===== src/rtl/core/msp2p_pkg.sv =====
package msp2p_pkg;

   localparam int WINDOW_SAMPLES = 64;
   localparam int ZERO_LIMIT     = 10;
   localparam int SAMPLE_W       = 12;
   localparam int SKIP_W         = 6;
   localparam int CH_W           = 2;
   localparam int STATUS_W       = 2;
   localparam int CHANNELS       = 3;
   localparam int SCAN_START     = 3;
   localparam int MIN_SKIP       = 2;

   localparam logic [STATUS_W-1:0] STATUS_OK    = 2'd0;
   localparam logic [STATUS_W-1:0] STATUS_ZEROS = 2'd1;
   localparam logic [STATUS_W-1:0] STATUS_NOPK  = 2'd2;

   typedef enum logic [3:0] {
      ST_FILL,
      ST_INIT,
      ST_LOAD,
      ST_WAIT,
      ST_TEST,
      ST_DIV,
      ST_DIVWAIT,
      ST_FINISH,
      ST_OUT
   } state_type;

   // Controller to datapath.
   typedef struct packed {
      logic write_sample;
      logic scan_init;
      logic load_window;
      logic fetch;
      logic test;
      logic div_start;
      logic finish;
      logic rsp_load;
   } cmd_type;

   // Datapath to controller.
   typedef struct packed {
      logic scan_more;
      logic fetch_done;
      logic abort;
      logic div_done;
   } stat_type;

endpackage


===== src/rtl/core/moving_sum_peak_to_peak_top.sv =====
// Channel   Direction  Handshake             Payload
// request   in         req_valid/req_stall   req_channel, req_sample, req_last_sample
// response  out        rsp_valid/rsp_stall   rsp_result_channel, rsp_amplitude, rsp_status
// config    in         csr_wr_en             csr_skip_after_peak
//
// Ordinary samples are taken one per cycle into the sample memory. The request
// marked last starts a scan; requests stall until the response is queued.
// The scan examines at most N-7 positions in a window of N samples, each
// with six memory reads plus a test. Unless the scan aborts on a run of
// zeros, two bit-serial divisions then run in parallel.
// Reset is synchronous and active high; it clears the control state, the fill
// count and the stored per-channel amplitudes.
// A stalled response holds in its output register while the next window fills.
module moving_sum_peak_to_peak_top #(
   parameter int WINDOW_SAMPLES = msp2p_pkg::WINDOW_SAMPLES,
   parameter int ZERO_LIMIT     = msp2p_pkg::ZERO_LIMIT
) (
   input  logic                                clock,
   input  logic                                reset,
   input  logic                                req_valid,
   output logic                                req_stall,
   input  logic [msp2p_pkg::CH_W-1:0]          req_channel,
   input  logic [msp2p_pkg::SAMPLE_W-1:0]      req_sample,
   input  logic                                req_last_sample,
   output logic                                rsp_valid,
   input  logic                                rsp_stall,
   output logic [msp2p_pkg::CH_W-1:0]          rsp_result_channel,
   output logic [msp2p_pkg::SAMPLE_W-1:0]      rsp_amplitude,
   output logic [msp2p_pkg::STATUS_W-1:0]      rsp_status,
   input  logic                                csr_wr_en,
   input  logic [msp2p_pkg::SKIP_W-1:0]        csr_skip_after_peak
);

   msp2p_pkg::cmd_type  cmd;
   msp2p_pkg::stat_type stat;
   logic [msp2p_pkg::SKIP_W-1:0] skip_ff;

   // The skip register; values below two are raised in the datapath.
   always_ff @(posedge clock) begin
      if (reset) begin
         skip_ff <= msp2p_pkg::SKIP_W'(msp2p_pkg::MIN_SKIP);
      end else if (csr_wr_en) begin
         skip_ff <= csr_skip_after_peak;
      end
   end

   msp2p_ctrl u_ctrl (
      .clock           (clock),
      .reset           (reset),
      .req_valid       (req_valid),
      .req_stall       (req_stall),
      .req_last_sample (req_last_sample),
      .rsp_valid       (rsp_valid),
      .rsp_stall       (rsp_stall),
      .stat            (stat),
      .cmd             (cmd)
   );

   msp2p_dp #(.WINDOW_SAMPLES(WINDOW_SAMPLES), .ZERO_LIMIT(ZERO_LIMIT)) u_dp (
      .clock              (clock),
      .reset              (reset),
      .cmd                (cmd),
      .stat               (stat),
      .skip_cfg           (skip_ff),
      .req_channel        (req_channel),
      .req_sample         (req_sample),
      .rsp_result_channel (rsp_result_channel),
      .rsp_amplitude      (rsp_amplitude),
      .rsp_status         (rsp_status)
   );

endmodule


===== src/rtl/core/msp2p_ram.sv =====
module msp2p_ram #(
   parameter int WIDTH = 12,
   parameter int DEPTH = 64
) (
   input  logic                     clock,
   input  logic                     wr_en,
   input  logic [$clog2(DEPTH)-1:0] wr_addr,
   input  logic [WIDTH-1:0]         wr_data,
   input  logic [$clog2(DEPTH)-1:0] rd_addr,
   output logic [WIDTH-1:0]         rd_data
);

   logic [WIDTH-1:0] mem_ff [DEPTH];

   always_ff @(posedge clock) begin
      if (wr_en) begin
         mem_ff[wr_addr] <= wr_data;
      end
      rd_data <= mem_ff[rd_addr];
   end

endmodule


===== src/rtl/core/msp2p_div.sv =====
// Restoring divider, one quotient bit per cycle.
module msp2p_div #(
   parameter int NUM_W = 20,
   parameter int DEN_W = 7
) (
   input  logic             clock,
   input  logic             reset,
   input  logic             start,
   input  logic [NUM_W-1:0] numer,
   input  logic [DEN_W-1:0] denom,
   output logic             done,
   output logic [NUM_W-1:0] quot
);

   localparam int CNT_W = $clog2(NUM_W + 1);

   logic [NUM_W-1:0] quot_ff, quot_in;
   logic [DEN_W:0]   rem_ff, rem_in;
   logic [DEN_W-1:0] den_ff, den_in;
   logic [CNT_W-1:0] cnt_ff, cnt_in;
   logic             busy_ff, busy_in;
   logic             done_ff, done_in;
   logic [DEN_W:0]   trial;

   always_comb begin
      quot_in = quot_ff;
      rem_in  = rem_ff;
      den_in  = den_ff;
      cnt_in  = cnt_ff;
      busy_in = busy_ff;
      done_in = 1'b0;
      trial   = {rem_ff[DEN_W-1:0], quot_ff[NUM_W-1]};
      if (start) begin
         quot_in = numer;
         rem_in  = '0;
         den_in  = denom;
         cnt_in  = CNT_W'(NUM_W);
         busy_in = 1'b1;
      end else if (busy_ff) begin
         if (trial >= {1'b0, den_ff}) begin
            rem_in  = trial - {1'b0, den_ff};
            quot_in = {quot_ff[NUM_W-2:0], 1'b1};
         end else begin
            rem_in  = trial;
            quot_in = {quot_ff[NUM_W-2:0], 1'b0};
         end
         cnt_in = cnt_ff - 1'b1;
         if (cnt_ff == CNT_W'(1)) begin
            busy_in = 1'b0;
            done_in = 1'b1;
         end
      end
   end

   always_ff @(posedge clock) begin
      if (reset) begin
         busy_ff <= 1'b0;
         done_ff <= 1'b0;
      end else begin
         busy_ff <= busy_in;
         done_ff <= done_in;
      end
      quot_ff <= quot_in;
      rem_ff  <= rem_in;
      den_ff  <= den_in;
      cnt_ff  <= cnt_in;
   end

   assign done = done_ff;
   assign quot = quot_ff;

endmodule


===== src/rtl/core/msp2p_ctrl.sv =====
module msp2p_ctrl (
   input  logic                clock,
   input  logic                reset,
   input  logic                req_valid,
   output logic                req_stall,
   input  logic                req_last_sample,
   output logic                rsp_valid,
   input  logic                rsp_stall,
   input  msp2p_pkg::stat_type stat,
   output msp2p_pkg::cmd_type  cmd
);

   msp2p_pkg::state_type state_ff, state_in;
   logic rsp_valid_ff, rsp_valid_in;

   always_comb begin
      state_in     = state_ff;
      cmd          = '0;
      rsp_valid_in = rsp_valid_ff;
      req_stall    = 1'b1;
      if (rsp_valid_ff && !rsp_stall) begin
         rsp_valid_in = 1'b0;
      end
      unique case (state_ff)
         msp2p_pkg::ST_FILL: begin
            req_stall = 1'b0;
            if (req_valid) begin
               cmd.write_sample = 1'b1;
               if (req_last_sample) begin
                  state_in = msp2p_pkg::ST_INIT;
               end
            end
         end
         msp2p_pkg::ST_INIT: begin
            cmd.scan_init = 1'b1;
            state_in = msp2p_pkg::ST_LOAD;
         end
         msp2p_pkg::ST_LOAD: begin
            if (stat.scan_more) begin
               cmd.load_window = 1'b1;
               state_in = msp2p_pkg::ST_WAIT;
            end else begin
               state_in = msp2p_pkg::ST_DIV;
            end
         end
         msp2p_pkg::ST_WAIT: begin
            cmd.fetch = 1'b1;
            if (stat.fetch_done) begin
               state_in = msp2p_pkg::ST_TEST;
            end
         end
         msp2p_pkg::ST_TEST: begin
            cmd.test = 1'b1;
            state_in = stat.abort ? msp2p_pkg::ST_FINISH : msp2p_pkg::ST_LOAD;
         end
         msp2p_pkg::ST_DIV: begin
            cmd.div_start = 1'b1;
            state_in = msp2p_pkg::ST_DIVWAIT;
         end
         msp2p_pkg::ST_DIVWAIT: begin
            if (stat.div_done) begin
               state_in = msp2p_pkg::ST_FINISH;
            end
         end
         msp2p_pkg::ST_FINISH: begin
            cmd.finish = 1'b1;
            state_in = msp2p_pkg::ST_OUT;
         end
         msp2p_pkg::ST_OUT: begin
            if (!rsp_valid_ff || !rsp_stall) begin
               cmd.rsp_load = 1'b1;
               rsp_valid_in = 1'b1;
               state_in = msp2p_pkg::ST_FILL;
            end
         end
         default: state_in = msp2p_pkg::ST_FILL;
      endcase
   end

   always_ff @(posedge clock) begin
      if (reset) begin
         state_ff     <= msp2p_pkg::ST_FILL;
         rsp_valid_ff <= 1'b0;
      end else begin
         state_ff     <= state_in;
         rsp_valid_ff <= rsp_valid_in;
      end
   end

   assign rsp_valid = rsp_valid_ff;

   a_stall_busy: assert property (@(posedge clock) disable iff (reset)
      (state_ff != msp2p_pkg::ST_FILL) |-> req_stall)
      else $error("request taken while evaluating");
   a_rsp_hold: assert property (@(posedge clock) disable iff (reset)
      (rsp_valid_ff && rsp_stall) |=> rsp_valid_ff)
      else $error("stalled response dropped");
   a_load_free: assert property (@(posedge clock) disable iff (reset)
      cmd.rsp_load |-> (!rsp_valid_ff || !rsp_stall))
      else $error("response overwritten");

endmodule


===== src/rtl/core/msp2p_dp.sv =====
module msp2p_dp #(
   parameter int WINDOW_SAMPLES = msp2p_pkg::WINDOW_SAMPLES,
   parameter int ZERO_LIMIT     = msp2p_pkg::ZERO_LIMIT
) (
   input  logic                                  clock,
   input  logic                                  reset,
   input  msp2p_pkg::cmd_type                    cmd,
   output msp2p_pkg::stat_type                   stat,
   input  logic [msp2p_pkg::SKIP_W-1:0]          skip_cfg,
   input  logic [msp2p_pkg::CH_W-1:0]            req_channel,
   input  logic [msp2p_pkg::SAMPLE_W-1:0]        req_sample,
   output logic [msp2p_pkg::CH_W-1:0]            rsp_result_channel,
   output logic [msp2p_pkg::SAMPLE_W-1:0]        rsp_amplitude,
   output logic [msp2p_pkg::STATUS_W-1:0]        rsp_status
);

   localparam int AW    = $clog2(WINDOW_SAMPLES);
   localparam int NW    = $clog2(WINDOW_SAMPLES + 1);
   // k can pass the window by up to a full skip.
   localparam int KW    = $clog2(WINDOW_SAMPLES + 64 + 4);
   localparam int YW    = msp2p_pkg::SAMPLE_W + 2;
   localparam int SUMW  = YW + NW;
   localparam int ZW    = $clog2(ZERO_LIMIT + 2);
   localparam int SW    = msp2p_pkg::SAMPLE_W;

   logic [NW-1:0] fill_ff, fill_in, n_ff;
   logic [msp2p_pkg::CH_W-1:0] ch_ff;
   logic [KW-1:0] k_ff, k_in;
   logic [2:0]    fidx_ff;        // fetch step, samples x[k-1]..x[k+4]
   logic [SW-1:0] win_ff [6];
   logic [ZW-1:0] zeros_ff, zeros_in;
   logic [NW-1:0] min_cnt_ff, max_cnt_ff;
   logic [SUMW-1:0] min_sum_ff, max_sum_ff;
   logic          abort_ff;
   logic [SW-1:0] amp_ff [msp2p_pkg::CHANNELS];
   logic [SW-1:0] rd_data;
   logic [AW-1:0] wr_addr, rd_addr;
   logic [KW-1:0] rd_k;
   logic          rd_pend_ff;
   logic [YW-1:0] ya, yb, yc;
   logic          is_min, is_max;
   logic [KW-1:0] skip_ext;
   logic [SUMW-1:0] qmin, qmax;
   logic          dmin_done, dmax_done;
   logic [SUMW-1:0] avg_min_ff, avg_max_ff;
   logic          dmin_seen_ff, dmax_seen_ff;
   logic [SW-1:0] prev_amp, new_amp;
   logic [SUMW-1:0] diff;

   assign wr_addr = fill_ff[AW-1:0];
   assign rd_k    = k_ff - KW'(1) + KW'(fidx_ff);
   assign rd_addr = rd_k[AW-1:0];

   msp2p_ram #(.WIDTH(SW), .DEPTH(WINDOW_SAMPLES)) u_store (
      .clock   (clock),
      .wr_en   (cmd.write_sample && (fill_ff < NW'(WINDOW_SAMPLES))),
      .wr_addr (wr_addr),
      .wr_data (req_sample),
      .rd_addr (rd_addr),
      .rd_data (rd_data)
   );

   assign skip_ext = (skip_cfg < msp2p_pkg::SKIP_W'(msp2p_pkg::MIN_SKIP)) ?
                     KW'(msp2p_pkg::MIN_SKIP) : KW'(skip_cfg);

   assign ya = YW'(win_ff[0]) + YW'(win_ff[1]) + YW'(win_ff[2]) + YW'(win_ff[3]);
   assign yb = YW'(win_ff[1]) + YW'(win_ff[2]) + YW'(win_ff[3]) + YW'(win_ff[4]);
   assign yc = YW'(win_ff[2]) + YW'(win_ff[3]) + YW'(win_ff[4]) + YW'(win_ff[5]);
   assign is_min = (ya >= yb) && (yc >= yb);
   assign is_max = (ya <= yb) && (yc <= yb);

   assign stat.scan_more   = (32'(k_ff) + 4) < 32'(n_ff);
   assign stat.fetch_done  = rd_pend_ff && (fidx_ff == 3'd6);
   assign stat.abort       = (win_ff[2] == '0) && (zeros_ff == ZW'(ZERO_LIMIT));
   assign stat.div_done    = (dmin_seen_ff || dmin_done) && (dmax_seen_ff || dmax_done);

   msp2p_div #(.NUM_W(SUMW), .DEN_W(NW)) u_div_min (
      .clock (clock), .reset (reset), .start (cmd.div_start),
      .numer (min_sum_ff), .denom (min_cnt_ff), .done (dmin_done), .quot (qmin)
   );
   msp2p_div #(.NUM_W(SUMW), .DEN_W(NW)) u_div_max (
      .clock (clock), .reset (reset), .start (cmd.div_start),
      .numer (max_sum_ff), .denom (max_cnt_ff), .done (dmax_done), .quot (qmax)
   );

   assign prev_amp = (ch_ff < msp2p_pkg::CH_W'(msp2p_pkg::CHANNELS)) ?
                     amp_ff[ch_ff[1:0] == 2'd3 ? 2'd0 : ch_ff] : '0;
   assign diff    = avg_max_ff - avg_min_ff;
   assign new_amp = (avg_max_ff > avg_min_ff) ? SW'(diff >> 2) : '0;

   always_comb begin
      fill_in = fill_ff;
      if (cmd.write_sample && (fill_ff < NW'(WINDOW_SAMPLES))) begin
         fill_in = fill_ff + 1'b1;
      end
      if (cmd.scan_init) begin
         fill_in = '0;
      end
      k_in     = k_ff;
      zeros_in = zeros_ff;
      if (cmd.test) begin
         if (win_ff[2] == '0) begin
            zeros_in = zeros_ff + 1'b1;
         end
         k_in = (is_min || is_max) ? k_ff + skip_ext + KW'(1) : k_ff + KW'(1);
      end
      if (cmd.scan_init) begin
         k_in     = KW'(msp2p_pkg::SCAN_START);
         zeros_in = '0;
      end
   end

   always_ff @(posedge clock) begin
      if (reset) begin
         fill_ff    <= '0;
         rd_pend_ff <= 1'b0;
         for (int i = 0; i < msp2p_pkg::CHANNELS; i++) begin
            amp_ff[i] <= '0;
         end
      end else begin
         fill_ff <= fill_in;
         rd_pend_ff <= cmd.fetch && !stat.fetch_done;
         if (cmd.finish && !abort_ff && (min_cnt_ff != '0) && (max_cnt_ff != '0)
             && (ch_ff < msp2p_pkg::CH_W'(msp2p_pkg::CHANNELS))) begin
            amp_ff[ch_ff] <= new_amp;
         end
      end
      k_ff     <= k_in;
      zeros_ff <= zeros_in;
      if (cmd.write_sample) begin
         ch_ff <= req_channel;
      end
      if (cmd.scan_init) begin
         n_ff       <= fill_ff;
         min_cnt_ff <= '0;
         max_cnt_ff <= '0;
         min_sum_ff <= '0;
         max_sum_ff <= '0;
         abort_ff   <= 1'b0;
      end
      // Read data is registered in the RAM, so it lands one slot back.
      if (cmd.load_window) begin
         fidx_ff <= '0;
      end else if (cmd.fetch && !stat.fetch_done) begin
         if (rd_pend_ff) begin
            win_ff[fidx_ff - 3'd1] <= rd_data;
         end
         fidx_ff <= fidx_ff + 1'b1;
      end
      if (cmd.fetch && stat.fetch_done) begin
         win_ff[5] <= rd_data;
      end
      if (cmd.test) begin
         if (stat.abort) begin
            abort_ff <= 1'b1;
         end else if (is_min) begin
            min_cnt_ff <= min_cnt_ff + 1'b1;
            min_sum_ff <= min_sum_ff + SUMW'(yb);
         end else if (is_max) begin
            max_cnt_ff <= max_cnt_ff + 1'b1;
            max_sum_ff <= max_sum_ff + SUMW'(yb);
         end
      end
      if (cmd.div_start) begin
         dmin_seen_ff <= 1'b0;
         dmax_seen_ff <= 1'b0;
      end else begin
         if (dmin_done) begin
            dmin_seen_ff <= 1'b1;
            avg_min_ff   <= qmin;
         end
         if (dmax_done) begin
            dmax_seen_ff <= 1'b1;
            avg_max_ff   <= qmax;
         end
      end
      if (cmd.rsp_load) begin
         rsp_result_channel <= ch_ff;
         if (abort_ff) begin
            rsp_status    <= msp2p_pkg::STATUS_ZEROS;
            rsp_amplitude <= prev_amp;
         end else if ((min_cnt_ff == '0) || (max_cnt_ff == '0)) begin
            rsp_status    <= msp2p_pkg::STATUS_NOPK;
            rsp_amplitude <= prev_amp;
         end else begin
            rsp_status    <= msp2p_pkg::STATUS_OK;
            rsp_amplitude <= new_amp;
         end
      end
   end

   a_fill_bound: assert property (@(posedge clock) disable iff (reset)
      fill_ff <= NW'(WINDOW_SAMPLES))
      else $error("fill count beyond window");
   a_zero_bound: assert property (@(posedge clock) disable iff (reset)
      cmd.test |-> (zeros_ff <= ZW'(ZERO_LIMIT)))
      else $error("zero count past limit");
   a_read_in_window: assert property (@(posedge clock) disable iff (reset)
      (cmd.fetch && !stat.fetch_done && fidx_ff < 3'd6) |-> (32'(rd_k) < 32'(n_ff)))
      else $error("scan read past window");

endmodule


===== config.mk =====
export PLATFORM = sky130hd
export DESIGN_NAME = moving_sum_peak_to_peak_top
export DESIGN_NICKNAME = d
export VERILOG_FILES = /design/src/rtl/core/msp2p_pkg.sv /design/src/rtl/core/moving_sum_peak_to_peak_top.sv /design/src/rtl/core/msp2p_ram.sv /design/src/rtl/core/msp2p_div.sv /design/src/rtl/core/msp2p_ctrl.sv /design/src/rtl/core/msp2p_dp.sv
export SDC_FILE = /design/constraint.sdc
export NUM_CORES = 1
export LEC_CHECK = 0
export BUFFER_PORTS_ARGS = -buffer_cell sky130_fd_sc_hd__buf_2
export CORE_ASPECT_RATIO = 0.7
export CORE_UTILIZATION = 66
export CTS_BUF_LIST = sky130_fd_sc_hd__clkbuf_2 sky130_fd_sc_hd__clkbuf_4 sky130_fd_sc_hd__clkbuf_8
export CTS_CLUSTER_DIAMETER = 40
export DETAILED_ROUTE_END_ITERATION = 10
export PLACE_DENSITY = 0.81
export SYNTH_ARGS = -nofsm -noshare
export SYNTH_HDL_FRONTEND = slang
export SYNTH_SLANG_ARGS = --single-unit
export TNS_END_PERCENT = 5

===== constraint.sdc =====
create_clock -name clock -period 7.3 [get_ports clock]
set_input_delay 2.19 -clock clock [delete_from_list [all_inputs] [get_ports clock]]
set_output_delay 2.19 -clock clock [all_outputs]
set_load 0.01 [all_outputs]

==> results.json, run 1 <==
{
  "clock_sinks": 1132,
  "grtUsageTotal": 0.307,
  "grt_pass1_wl_um": 176000,
  "drt_iter0_markers": 3626,
  "grt-ovfl-total": 0,
  "finalSetupTns_ns": 0,
  "start_util": 0.670,
  "portBuffers": 43,
  "clockBufferDepth": 3,
  "netlist_area_um2": 50500,
  "nFillCells": 4403,
  "ios": 44,
  "core_area_um2": 75400,
  "drv_cap": 0,
  "async_reset_ff_frac": 0,
  "maxSlewViolCount": 0,
  "ant_nets": 0,
  "cp_data_required_time_ns": 8.02,
  "h-tree-depth": 4,
  "cts_tree": "yes",
  "die_h_um": 233,
  "netlist_instances": 3308,
  "hp-class": "register to register",
  "seqCellArea_um2": 32700,
  "cp-end-kind": "register",
  "syn_area_per_cell_um2": 15.3,
  "tightest_slew_ns": 1.39,
  "row_count": 84,
  "period_needed_ns": 6.96,
  "die_x_um": 333,
  "clk_pin_slew_worst_paths_ns": 0.07,
  "yosysTopAreaCellShare": 0.594,
  "fin_nets": 3729,
  "via_count": 29600,
  "slowest_stage": "fa_1",
  "die_area_um2": 77600,
  "cts-root-buf": "clkbuf_8",
  "ys_types": 74,
  "hold_viol": 0,
  "cp_max_fo": 6,
  "cts_buffers": 163,
  "relSlewSlack": 0.0730,
  "grt_pass1_vias": 29300,
  "yosysWarnings": 0,
  "first_pass_iters": 5,
  "wirelength_um": 117000,
  "cpMostUsedCell": "o21ai_0",
  "outcome": "complete, no violations",
  "grt_max_degree": 97,
  "clock_latency_ns": 0.84,
  "ys_seq_area_frac": 0.647,
  "finalSetupViolations": 0,
  "cp-start-kind": "register",
  "cpPeakStageDelay_ns": 0.49,
  "yosys.area.top_type": "edfxtp_1",
  "syn_nets": 3580,
  "ys.flop_type": "edfxtp_1",
  "areaGrowthSynthToFinish_pct": 9.59,
  "path_class": "register to register",
  "antenna_found_initial": 9,
  "ir_drop_mv": 0.456,
  "gp_congestion": 0.886,
  "final_util": 0.734,
  "ys_seq_elements": 1132,
  "via_per_inst": 6.47,
  "multi_input_area_um2": 16500,
  "dpl.hpwl_um": 77500,
  "synth_edf_count": 999,
  "drive_gt1_frac": 0.186,
  "p_leak_nw": 20.4,
  "skew_ns": 0.0395,
  "cp_data_arrival_time_ns": 7.68,
  "drc": 0,
  "routedWlPerCell_um": 25.5,
  "yosys-top-cells-area": "edfxtp_1 (59%), mux4_2 (11%), dfxtp_1 (5.3%), ha_1 (4.9%), inv_1 (1.9%)",
  "powerDensity_nw_per_um2": 363,
  "fin_crit_sh": 0.954,
  "rsz0062_at_grt": "false",
  "fmaxAchievable_ghz": 0.144
}
final cells by class:
class | count | share of cell area
Clock inverter | 56 | 0.00712
Sequential cell | 1132 | 0.590
Multi-Input combinational cell | 1795 | 0.298
Timing Repair Buffer | 106 | 0.0131
Clock buffer | 235 | 0.0513
Tap cell | 989 | 0.0224
Antenna cell | 1 | 0.0000452
Inverter | 259 | 0.0176
cell families (layout without fill, tap and decap cells):
kind of cell / after synthesis / in the layout / synth area share
DFF: 1132 / 1132 / 0.647
and+or+nand+nor: 718 / 718 / 0.0643
AOI/OAI and AO/OA: 409 / 409 / 0.0513
buffers and inverters: 381 / 656 / 0.0284
muxes: 306 / 306 / 0.120
adders and majority gates: 246 / 246 / 0.0681
xor gates and xnor gates: 116 / 116 / 0.0205
other: 0 / 1 / 0
through the flow:
| step | worst slack [ns] | hold WS, ns | total power [mW] | instances | cell area [um2] |
|---|---|---|---|---|---|
| after floorplan | 1.25 | 0.403 | 12.3 | 3308 | 50500 |
| after global placement | 0.484 | 0.435 | 14.8 | 4279 | 52100 |
| after detailed placement | 0.279 | 0.438 | 15.0 | 4279 | 52100 |
| final | 0.337 | 0.451 | 20.1 | 4573 | 55300 |
| after global routing | 0.0216 | 0.456 | 20.7 | 4573 | 55300 |
| after CTS | 0.250 | 0.452 | 20.0 | 4570 | 55300 |
cell usage after synthesis, drive strengths merged, types with 10 or more instances:
cell type,instances
or3,11
buf,35
clkbuf,87
nand4,24
fa,48
mux2,14
o21bai,19
nor3,27
a211oi,31
edfxtp,999
xnor2,80
o211ai,13
xor2,35
a21o,54
nor2,219
nand3,59
mux2i,52
nand2,258
mux4,240
o21ai,121
and2,10
o31ai,10
nand2b,29
dfxtp,133
ha,198
a21oi,116
nor2b,29
inv,259
and3,14
flip-flops by register name, summed over array words and instances, names as in the netlist, 6 cells and up:
signal                 flops
u_dp.win_ff               72
u_dp.u_div_min.rem_ff      7
u_dp.u_div_min.quot       21
u_dp.min_cnt_ff            7
u_dp.avg_max_ff           21
u_dp.u_store.mem_ff      768
u_dp.u_div_min.den_ff      7
u_dp.u_div_max.den_ff      7
u_dp.u_div_max.rem_ff      7
u_dp.avg_min_ff           21
u_dp.fill_ff               7
u_dp.n_ff                  7
u_dp.u_store.rd_data      12
u_dp.max_sum_ff           21
u_dp.amp_ff               36
u_dp.min_sum_ff           21
u_dp.rsp_amplitude        12
skip_ff                    6
u_dp.max_cnt_ff            7
u_dp.u_div_max.quot       21
u_dp.k_ff                  8
final timing paths:
check / startpoint / end / slack (ns) / cells past startpoint
max: u_dp.win_ff[2][0] / u_dp.k_ff[7] / 0.34 / 32
max reg2reg: u_dp.win_ff[2][0] / u_dp.k_ff[7] / 0.34 / 32
min reg2reg: u_dp.u_div_max.quot[1] / u_dp.avg_max_ff[1] / 0.45 / 0
min: u_dp.u_div_max.quot[1] / u_dp.avg_max_ff[1] / 0.45 / 0
critical path, delay by kind of cell (launching register included):
kind	cells	cell delay, ns
xor+xnor	1	0.14
buf+inv	2	0.12
fa+ha+maj	5	1.69
flops	1	0.46
compound gates	13	2.39
simple gates	10	1.71
mux	1	0.38
cell usage in the layout (no fill, tap or decap), types with 27 or more instances in the layout:
master,n
nand2_1,256
edfxtp_1,999
nand2b_1,29
a211oi_1,29
nor2_1,218
clkbuf_4,63
clkbuf_8,172
clkinv_1,27
mux4_2,240
a21o_1,54
nor2b_1,29
xor2_1,33
buf_4,60
ha_1,196
inv_1,258
dfxtp_1,133
xnor2_1,78
nand3_1,59
mux2i_1,52
a21oi_1,112
fa_1,47
buf_2,43
o21ai_0,117
timing repair:
action / CTS / global route
hold buffers: 0 / 0
gates resized for setup: 0 / 4
buffers inserted: 0 / 2
endpoints found under the setup margin: 0 / 39
hold endpoints to repair: 0 / 0
power breakdown:
part | internal (mW) | switching [mW] | total, mW | leakage, nW
combinational | 3.20 | 4.31 | 7.51 | 8.55
sequential | 7.34 | 0.206 | 7.55 | 10.1
clock | 2.62 | 2.38 | 5.01 | 1.71
total | 13.2 | 6.90 | 20.1 | 20.4
layer usage:
metal | GRT usage | vias up | wire length (um)
met2 | 0.440 | 1764 | 50900
met5 | 0 | - | 41
met3 | 0.0916 | 177 | 14800
li1 | - | 12800 | -
met1 | 0.463 | 14900 | 49100
met4 | 0.0786 | 6 | 1960
Power figures use the tool's default switching activity.
==> run 2: changes to the inputs <==
--- a/config.mk
+++ b/config.mk
@@ -5,6 +5,7 @@
 export SDC_FILE = /design/constraint.sdc
 export NUM_CORES = 1
 export LEC_CHECK = 0
+export ABC_AREA = 1
 export BUFFER_PORTS_ARGS = -buffer_cell sky130_fd_sc_hd__buf_2
 export CORE_ASPECT_RATIO = 0.7
 export CORE_UTILIZATION = 66
==> results.json, run 2 <==
{
  "outcome": "complete, no violations",
  "synth.most_common_cell": "edfxtp_1",
  "largest_reg_flops": 768,
  "drv_cap": 0,
  "cp-start-kind": "register",
  "fin_crit_sh": 0.906,
  "final_common_cell": "edfxtp_1",
  "start_util": 0.671,
  "antenna_found_initial": 5,
  "timing.hold.ws_ns": 0.447,
  "grt_max_degree": 155,
  "async_reset_ff_frac": 0,
  "grt_pass1_wl_um": 194000,
  "hold_viol": 0,
  "fin_nets": 4776,
  "ctsHoldBuffers": 0,
  "grtUsageTotal": 0.322,
  "top_register": "u_dp.u_store.mem_ff",
  "yosys.area.top_type": "edfxtp_1",
  "ios": 44,
  "ir_drop_mv": 0.415,
  "h-tree-depth": 4,
  "cp_data_arrival_time_ns": 7.38,
  "yosysWarnings": 0,
  "die_h_um": 237,
  "netlist_instances": 4424,
  "ys_seq_elements": 1132,
  "worst_r2r_endpoint": "u_dp.max_sum_ff[16]",
  "yosys-top-cells-count": "edfxtp_1 (999), nor2_1 (490), nand2_1 (485)",
  "path_class": "register to register",
  "cts-root-buf": "clkbuf_8",
  "clock_sinks": 1132,
  "dpl.hpwl_um": 80000,
  "tightest_slew_ns": 1.38,
  "syn_nets": 4696,
  "cts_buffers": 163,
  "relSlewSlack": 0.0746,
  "r2r_slack_ns": 0.69,
  "synth_edf_count": 999,
  "hp-class": "register to register",
  "fmaxAchievable_ghz": 0.151,
  "yosys-top-cells-area": "edfxtp_1 (58%), dfxtp_1 (5.1%), ha_1 (4.8%), nor2_1 (3.5%), nand2_1 (3.5%)",
  "first_pass_iters": 5,
  "yosysTopAreaCellShare": 0.578,
  "ys_types": 53,
  "top_regs": "u_dp.u_store.mem_ff x768, u_dp.win_ff x72, u_dp.amp_ff x36",
  "drive_gt1_frac": 0.0926,
  "core_area_um2": 77300,
  "reg2reg_from": "u_dp.win_ff[2][0]",
  "portBuffers": 43,
  "finalSetupViolations": 0,
  "die_x_um": 337,
  "finalSetupTns_ns": 0,
  "wirelength_um": 126000,
  "ant_nets": 0,
  "final_util": 0.731,
  "nFillCells": 5115,
  "cp_max_fo": 44,
  "drc": 0,
  "skew_ns": 0.0308,
  "endpoint": "u_dp.max_sum_ff[16]",
  "maxSlewViolCount": 0,
  "clockBufferDepth": 3,
  "grt-ovfl-total": 0,
  "via_per_inst": 6.18,
  "areaGrowthSynthToFinish_pct": 8.89,
  "row_count": 85,
  "cp_data_required_time_ns": 8.06,
  "r2r_cells": 28,
  "cp-end-kind": "register",
  "ys_seq_area_frac": 0.630,
  "clk_pin_slew_worst_paths_ns": 0.07,
  "drt_iter0_markers": 4769,
  "gp_congestion": 0.952,
  "cpPeakStageDelay_ns": 0.52,
  "slowest_stage": "nor4_1",
  "grt_pass1_vias": 33500,
  "routedWlPerCell_um": 22.3,
  "die_area_um2": 79700,
  "cts_tree": "yes",
  "rsz0062_at_grt": "false",
  "syn_area_per_cell_um2": 11.7,
  "p_leak_nw": 21.8,
  "netlist_area_um2": 51900,
  "powerDensity_nw_per_um2": 326,
  "cts_setup_buffers": 0,
  "cts_resized": 0,
  "period_needed_ns": 6.61,
  "ys.flop_type": "edfxtp_1",
  "final_cell_mix": "edfxtp_1 (999), nor2_1 (488), nand2_1 (483), inv_1 (417), o21ai_0 (292)",
  "crit_start": "u_dp.win_ff[2][0]",
  "clock_latency_ns": 0.84,
  "via_count": 35100
}
run 2: cell count changes in the layout (fill, tap and decap cells not counted), sizes merged, moves of 112 or more:
| cell | previous run | this run |
|---|---|---|
| nor2 | 219 | 495 |
| nand3 | 59 | 242 |
| o221ai | 3 | 164 |
| inv | 270 | 437 |
| mux2i | 52 | 164 |
| nand2 | 258 | 492 |
| o21ai | 121 | 334 |
| mux4 | 240 | 0 |
run 2: area by class of cell:
class,count,area (um2),share of cell area
clock inverter,61,405,0.00718
antenna,1,2.50,0.0000443
multi-input combinational,2669,16900,0.300
inverter,428,1610,0.0286
sequential,1132,32700,0.578
tap,1044,1310,0.0231
clock buffer,234,2820,0.0499
timing repair buffer,110,756,0.0134
run 2: cells by family after synthesis:
family | Yosys count | share of synthesized area
multiplexers | 165 | 0.0319
buffers and inverters | 623 | 0.0462
AO/OA/AOI/OAI | 825 | 0.0999
AND/OR/NAND/NOR | 1309 | 0.105
flip-flops | 1132 | 0.630
adder cells (fa/ha/maj) | 246 | 0.0663
XOR/XNOR | 124 | 0.0209
run 2: worst min-delay path by stage:
stage / startpoint / end / slack, ns / depth (start not counted)
6_report: u_dp.u_div_min.quot[19] / u_dp.avg_min_ff[19] / 0.45 / 0
5_1_grt: u_dp.fill_ff[6] / u_dp.n_ff[6] / 0.44 / 0
4_1_cts: u_dp.fill_ff[6] / u_dp.n_ff[6] / 0.44 / 0
3_5_place_dp: u_dp.u_div_max.quot[1] / u_dp.avg_max_ff[1] / 0.43 / 0
3_3_place_gp: u_dp.fill_ff[6] / u_dp.n_ff[6] / 0.42 / 0
2_1_floorplan: u_dp.fill_ff[3] / u_dp.n_ff[3] / 0.41 / 0
run 2: metal layers:
metal  GRT usage  vias to the layer above  part of all wire
li1            -                    16100                 -
met1       0.500                    16900              0.43
met2       0.446                     1945              0.42
met3      0.0874                      197              0.13
met4      0.0893                        2             0.020
met5           0                        -           0.00010
run 2: power by group:
group | internal [mW] | switching [mW]
clock | 2.56 | 2.45
combinational | 1.69 | 4.38
sequential | 7.23 | 0.114
run 2: worst max-delay path: cells and delay by family, from the launching register on:
family	cells	cell delay, ns
xor gates and xnor gates	2	0.61
and+or+nand+nor	11	2.22
buffers and inverters	4	0.37
DFF	1	0.41
AOI/OAI and AO/OA	6	1.12
adders and majority gates	5	1.80
run 2: through the flow:
step | worst slack, ns | power [mW] | cell area [um2] | cells
global placement | 1.33 | 13.1 | 53300 | 5383
detailed placement | 0.969 | 13.3 | 53300 | 5383
global route | 0.399 | 19.1 | 56500 | 5679
floorplan | 2.29 | 11.1 | 51900 | 4424
CTS | 0.911 | 18.3 | 56500 | 5678
finish | 0.687 | 18.4 | 56500 | 5679
